**config.mk**
```make
export PLATFORM = sky130hd
export DESIGN_NAME = sba_stats
export DESIGN_NICKNAME = d
export VERILOG_FILES = /design/src/sba_pkg.sv /design/src/sba_stats.sv
export SDC_FILE = /design/constraint.sdc
export NUM_CORES = 1
export LEC_CHECK = 0
export BUFFER_PORTS_ARGS = -buffer_cell sky130_fd_sc_hd__buf_4
export CAP_MARGIN = 0
export CORE_ASPECT_RATIO = 0.8
export CORE_MARGIN = 10
export CORE_UTILIZATION = 26
export CTS_BUF_LIST = sky130_fd_sc_hd__clkbuf_8
export DETAILED_ROUTE_END_ITERATION = 6
export HOLD_SLACK_MARGIN = 0.08
export PLACE_DENSITY = 0.54
export SYNTH_ARGS = -nofsm -noshare
export SYNTH_HDL_FRONTEND = slang
export SYNTH_SLANG_ARGS = --single-unit
```
**constraint.sdc**
```tcl
create_clock -name clk -period 4.7 [get_ports clk]
set_clock_uncertainty 0.2 [all_clocks]
set_input_delay 0.705 -clock clk [delete_from_list [all_inputs] [get_ports clk]]
set_output_delay 0.705 -clock clk [all_outputs]
set_load 0.005 [all_outputs]
```
**src/sba_pkg.sv**
```systemverilog
package sba_pkg;

  localparam int OP_W    = 2;
  localparam int STAGE_W = 4;
  localparam int EST_W   = 24;
  localparam int AGE_W   = 16;
  localparam int CNT_W   = 16;
  localparam int USED_W  = 32;
  localparam int SCNT_W  = 3;
  localparam int CFG_IDX_W  = 2;
  localparam int CFG_DATA_W = 24;

  localparam logic [EST_W-1:0]  FALLBACK_EST = 24'd10;
  localparam logic [EST_W-1:0]  EST_FLOOR    = 24'd10;
  localparam logic [SCNT_W-1:0] FAST_SAMPLES = 3'd4;
  localparam logic [SCNT_W-1:0] SAMPLE_MAX   = 3'd7;
  localparam logic [CNT_W-1:0]  CNT_MAX      = '1;
  localparam logic [USED_W-1:0] USED_MAX     = '1;

  // floor(x / 5) = (x * DIV5_MUL) >> DIV5_SHIFT for x below 2**30
  localparam int SUM5_W     = EST_W + 3;
  localparam int DIV5_MUL_W = 28;
  localparam int PROD5_W    = SUM5_W + DIV5_MUL_W;
  localparam int DIV5_SHIFT = 30;
  localparam logic [DIV5_MUL_W-1:0] DIV5_MUL = 28'd214748365;

  typedef enum logic [OP_W-1:0] {
    OP_START    = 2'd0,
    OP_BEGIN    = 2'd1,
    OP_COMPLETE = 2'd2
  } op_t;

  typedef enum logic [CFG_IDX_W-1:0] {
    CFG_LOADING  = 2'd0,
    CFG_BUDGET   = 2'd1,
    CFG_DEADLINE = 2'd2
  } cfg_idx_t;

  typedef struct packed {
    logic               start;
    logic               begin_req;
    logic               grant;
    logic               promote;
    logic               complete;
    logic               overrun;
    logic [STAGE_W-1:0] stage;
    logic [EST_W-1:0]   actual;
  } sba_evt_t;

  typedef struct packed {
    logic [CNT_W-1:0]   attempted;
    logic [CNT_W-1:0]   deferred;
    logic [CNT_W-1:0]   promoted;
    logic [CNT_W-1:0]   completed;
    logic [CNT_W-1:0]   overruns;
    logic [USED_W-1:0]  used;
    logic [EST_W-1:0]   longest;
    logic [STAGE_W-1:0] longest_stage;
  } sba_stats_t;

  function automatic logic [CNT_W-1:0] sat_inc(input logic [CNT_W-1:0] v);
    return (v == CNT_MAX) ? CNT_MAX : v + 1'b1;
  endfunction

  function automatic logic [EST_W-1:0] default_est(input logic [STAGE_W-1:0] s);
    logic [EST_W-1:0] e;
    case (s)
      4'd0:    e = 24'd500;
      4'd1:    e = 24'd200;
      4'd2:    e = 24'd250;
      4'd3:    e = 24'd750;
      4'd4:    e = 24'd200;
      4'd5:    e = 24'd30;
      4'd6:    e = 24'd1500;
      4'd7:    e = 24'd30;
      4'd8:    e = 24'd200;
      4'd9:    e = 24'd50;
      default: e = FALLBACK_EST;
    endcase
    return e;
  endfunction

endpackage

```
**src/sba_stats.sv**
```systemverilog
module sba_stats import sba_pkg::*; (
  input  logic       clk,
  input  logic       rst_n,
  input  logic       en,
  input  sba_evt_t   evt,
  output sba_stats_t stats_nxt
);

  sba_stats_t        stats_r;
  logic [USED_W:0]   used_sum;

  assign used_sum = {1'b0, stats_r.used} + (USED_W + 1)'(evt.actual);

  always_comb begin
    stats_nxt = stats_r;
    if (evt.start) begin
      stats_nxt = '0;
    end else if (evt.begin_req) begin
      stats_nxt.attempted = sat_inc(stats_r.attempted);
      if (evt.promote) begin
        stats_nxt.promoted = sat_inc(stats_r.promoted);
      end else if (!evt.grant) begin
        stats_nxt.deferred = sat_inc(stats_r.deferred);
      end
    end else if (evt.complete) begin
      stats_nxt.completed = sat_inc(stats_r.completed);
      stats_nxt.used      = used_sum[USED_W] ? USED_MAX : used_sum[USED_W-1:0];
      if (evt.actual > stats_r.longest) begin
        stats_nxt.longest       = evt.actual;
        stats_nxt.longest_stage = evt.stage;
      end
      if (evt.overrun) begin
        stats_nxt.overruns = sat_inc(stats_r.overruns);
      end
    end
  end

  always_ff @(posedge clk) begin
    if (!rst_n) begin
      stats_r <= '0;
    end else if (en) begin
      stats_r <= stats_nxt;
    end
  end

endmodule

```
Yosys cells after proc, flatten, opt, wreduce, memory -nomap -nowiden. Cells that the tools add are included.

Add/subtract/negate cells: 6. $mul: 0. Divide/modulo/power cells: 0. $lt $le $gt $ge: 1. Equality and inequality tests: 5. Shift operators: 0. Multiplexer cells: 15. Bitwise operators: 0. Reductions and logical operators: 0.

Operators by type and width (number): 92-bit 2-to-1 mux (2); 16-bit 2-to-1 mux (9); 140-bit 2-to-1 mux (1); 16-bit by 1-bit adder with 16-bit output (second input constant) (5); 16-bit == test (second input constant) (5); 48-bit 2-to-1 mux (1); 32-bit by 24-bit adder with 33-bit output (1); 32-bit 2-to-1 mux (1); 28-bit 2-to-1 mux (1); 24-bit > comparator (1).

Flip-flop bits (word level): 140. Bits in latches: 0. RAM bits: 0. ROM bits: 0. Input bits: 37. Output and inout bits: 140. Word-level logic and storage cells: 35. Memories: 0.

Longest topological paths before layout.
Depth in word-level cells: 6. Depth in mapped cells: 12. Depth with buffers taken out: 10.

Worst setup path before layout. Ideal clock, no wire load.

Path type: input to output. Start point: input evt[0] (netlist bit). End point: output stats_nxt[58] (netlist bit). Arrival time: 2935 ps. Required time: 3795 ps. Path slack: 860 ps. Cell stages on the path: 11. Buffers on the path: 1. Cell sequence: ha_1 fa_1 a211oi_2 o21bai_2 o22ai_2 o211a_1 nor2_4 and2_4 buf_6 and3_1 a311oi_1.

RTL lines: from (decl) (line sba_stats.sv:5) `input sba_evt_t evt,`; to (decl) (line sba_stats.sv:6) `output sba_stats_t stats_nxt`.

==> results by group <==
Timing
  – Max_slew headroom: a little under a third
  – Hold Fails Final Rpt: 0
  – Worst-Margin Slew: between 1000 and 1500 ps
  – Pins Over Slew Limit: 0
  – Post-Route Setup TNS: 0 ps
  – Setup Viol. Count Final: 0
  – Min Tclk post-route: between 4000 and 5000 ps
  – Unrepaired setup endpoints after global routing: no
  – Maximum clock rate: about 230 MHz
  – Fin crit share: between 90% and 100%

Pwr
  – Lkg Pwr: a little over 5 nW
  – PD cells: between 200 and 250 nW/µm²
  – Worst VDD drop: 0.137 mV

Global route
  – Vias in the first global route: between 9000 and 10000
  – GR Overflow Total: 0
  – First-pass GRT wire length: 54700 µm
  – Largest net degree at the start of global routing: 82
  – Antenna violations before repair: 1
  – GR Util All Layers: between 10% and 20%

Min path
  – Worst Hold End: stats_r[3]$_SDFFE_PN0P_
  – Hold crit path type: primary input to flip-flop
  – Hold Path Stages: 2
  – Hold_sp: evt[27]

Drt
  – Remaining DRCs: 0
  – DRT antenna net count: 0
  – DR iter-0 viols: 649
  – Final Routed Wirelength: approximately 35000 µm
  – Vias: approximately 10000
  – Avg Vias per Cell: 5.18
  – 1st-pass router iterations: 5
  – Wire length per cell: ~18 µm

Synthesis
  – Mean Syn Cell Area: 8.04 µm²
  – Synth Area in Adders: 6.83%
  – Cell variety after synth: 79
  – Synth Warn #: 0
  – Largest family of logic cells by synthesized area: compound AO/OA/AOI/OAI gates
  – Post-synthesis cell area: about 10000 µm²
  – Simple-gate share of the synthesized area: about a fifth
  – Syn Nets: ~1300
  – Post-synthesis mux area share: between 10% and 20%
  – Synthesis-stage register bit count: 140
  – Synth Area in XOR/XNOR: approximately 6.0%
  – Primary FF master, synth: dfxtp_1
  – Async set-reset flop share out of synthesis: 0%
  – Post-Syn Instances: approximately 1200
  – Seq/Total Area, Yosys: between 20% and 30%
  – EDFF count, synth: 0
  – Synth Area in Compound Gates: about a quarter

Final layout
  – Biggest register: stats_r
  – Fillers: 4066
  – Seq. cell area: around 2800 µm²
  – Syn-to-layout area delta: 21.0%
  – Commonest non-fill, non-tap cell in the layout: buf_4
  – Diodes inserted: 0
  – Post-layout util: a little under a third
  – Commonest non-fill, non-tap cells in the layout: buf_4, nor2_1, dfxtp_1
  – Nets: roughly 1500
  – Area of the multi-input gates: around 6700 µm²
  – Share of layout cells above drive strength 1: a little under a fifth
  – Largest register FFs: 140
  – Top flop regs: stats_r (140)

Setup path
  – Cell Chain, Critical Path: ha_1 -> fa_1 -> a211oi_2 -> o21bai_2 -> o22ai_2 -> o211a_1 -> nor2_4 -> and2_1 -> buf_4 -> nor2_2 -> a21oi_1 -> buf_4
  – Cell mode on critical path: buf_4
  – Startpoint Class: flip-flop
  – Crit-path max cell delay: between 400 and 500 ps
  – Max Fanout on Critical Path: 13
  – Worst Path Required: between 3000 and 4000 ps
  – R2r worst-path depth: 11
  – Setup CP Type: flip-flop to output port
  – R2R Path Start: stats_r[5]$_SDFFE_PN0P_
  – Slowest CP cell: fa_1
  – WP data arrival: 3540 ps
  – R2R setup slack: 970 ps
  – RR Endpoint: stats_r[8]$_SDFFE_PN0P_
  – Critical Path Sink Type: output port

Place
  – Post-DP HPWL: between 20000 and 30000 µm
  – Final GP Congestion: 0.873
  – I/O Buffers: 176

Clock network
  – CTS Buf Count: 17
  – Hold_buf cts: 0
  – Clock transition at the registers of the reported paths: 80 ps
  – Clk_lat worst skew: between 500 and 600 ps
  – H-tree depth: 4
  – CTS max path bufs: 2
  – Setup bufs post-CTS: 0
  – CTS tree: done
  – # clock sinks: 140
  – CTS root buffer: clkbuf_8
  – Post-CTS Resized: 0

Outcome
  – Status: complete, no violations

Floorplan
  – Total Die Area: roughly 47000 µm²
  – Row cnt: between 60 and 70
  – Initial Util: a little over a quarter
  – Die Height: slightly below 200 µm
  – I/O pin cnt: between 150 and 200
  – Die Wd: approximately 240 µm
  – Core Area: between 30000 and 40000 µm²

Run
  – Max-cap viol count: 0
==> worst max-delay path, delay by kind of cell (launching register included) <==
family,cells,cell delay [ps]
AO/OA/AOI/OAI,5,960
adder cells (fa/ha/maj),2,680
AND/OR/NAND/NOR,3,650
buffers and inverters,2,400
flip-flops,1,340
==> metrics by stage <==
stage	std cells	hold slack (ps)	power (mW)	worst slack (ps)	area (µm²)
after floorplan	1244	257	1.51	860	10000
after global placement	1855	277	1.66	308	11700
after detailed placement	1855	285	1.67	328	11700
after CTS	1886	162	2.69	245	12100
after global routing	1886	181	2.77	73.3	12100
final	1886	219	2.64	257	12100
==> where the power goes <==
part | switching (mW) | leakage [nW] | internal, mW
Combinational | 0.266 | 3.85 | 0.164
Sequential | 0.0108 | 1.13 | 1.20
Clock | 0.527 | 0.187 | 0.474
Total | 0.804 | 5.17 | 1.84
==> layer usage <==
metal	share of wire [%]	track usage [%]	vias up
li1	-	-	4824
met1	50	20.4	4685
met2	43	21.7	240
met3	6.2	3.91	25
met4	1.3	4.26	2
met5	0.037	0	-
==> area by class of cell <==
class	instances	area share, %
Tap cell	495	5.12
Clock buffer	18	2.05
Inverter	40	1.24
Multi-Input combinational cell	985	55.3
Sequential cell	140	23.2
Timing Repair Buffer	195	12.1
Clock inverter	13	1.05
==> logic make-up after synthesis <==
| kind of cell | count (synthesis) |
|---|---|
| AND/OR/NAND/NOR | 415 |
| AO/OA/AOI/OAI | 343 |
| flip-flops | 140 |
| buffers and inverters | 119 |
| multiplexers | 105 |
| XOR/XNOR | 68 |
| adder cells (fa/ha/maj) | 54 |
==> worst max-delay path by stage <==
stage	slack, ps	end	startpoint
final	260	stats_nxt[49]	stats_r[28]$_SDFFE_PN0P_
after global routing	70	stats_nxt[49]	stats_r[28]$_SDFFE_PN0P_
after CTS	250	stats_nxt[49]	stats_r[28]$_SDFFE_PN0P_
after detailed placement	330	stats_nxt[49]	evt[0]
after global placement	310	stats_nxt[53]	evt[16]
after floorplan	860	stats_nxt[58]	evt[0]
==> synthesized netlist by cell type, types with 19 or more instances <==
| cell type | instances | area [µm²] |
|---|---|---|
| a211oi_1 | 24 | 180 |
| a21o_1 | 20 | 150 |
| a21oi_1 | 121 | 606 |
| a31oi_1 | 19 | 119 |
| a32o_1 | 28 | 280 |
| and3_1 | 22 | 138 |
| clkbuf_1 | 46 | 173 |
| dfxtp_1 | 140 | 2800 |
| ha_1 | 53 | 663 |
| inv_1 | 39 | 146 |
| mux2i_1 | 105 | 1050 |
| nand2_1 | 57 | 214 |
| nand3_1 | 43 | 215 |
| nand4_1 | 29 | 181 |
| nor2_1 | 177 | 664 |
| nor3_1 | 27 | 135 |
| o21ai_0 | 47 | 235 |
| xnor2_1 | 34 | 298 |
| xor2_1 | 34 | 298 |
(Power assumes the default switching activity.)
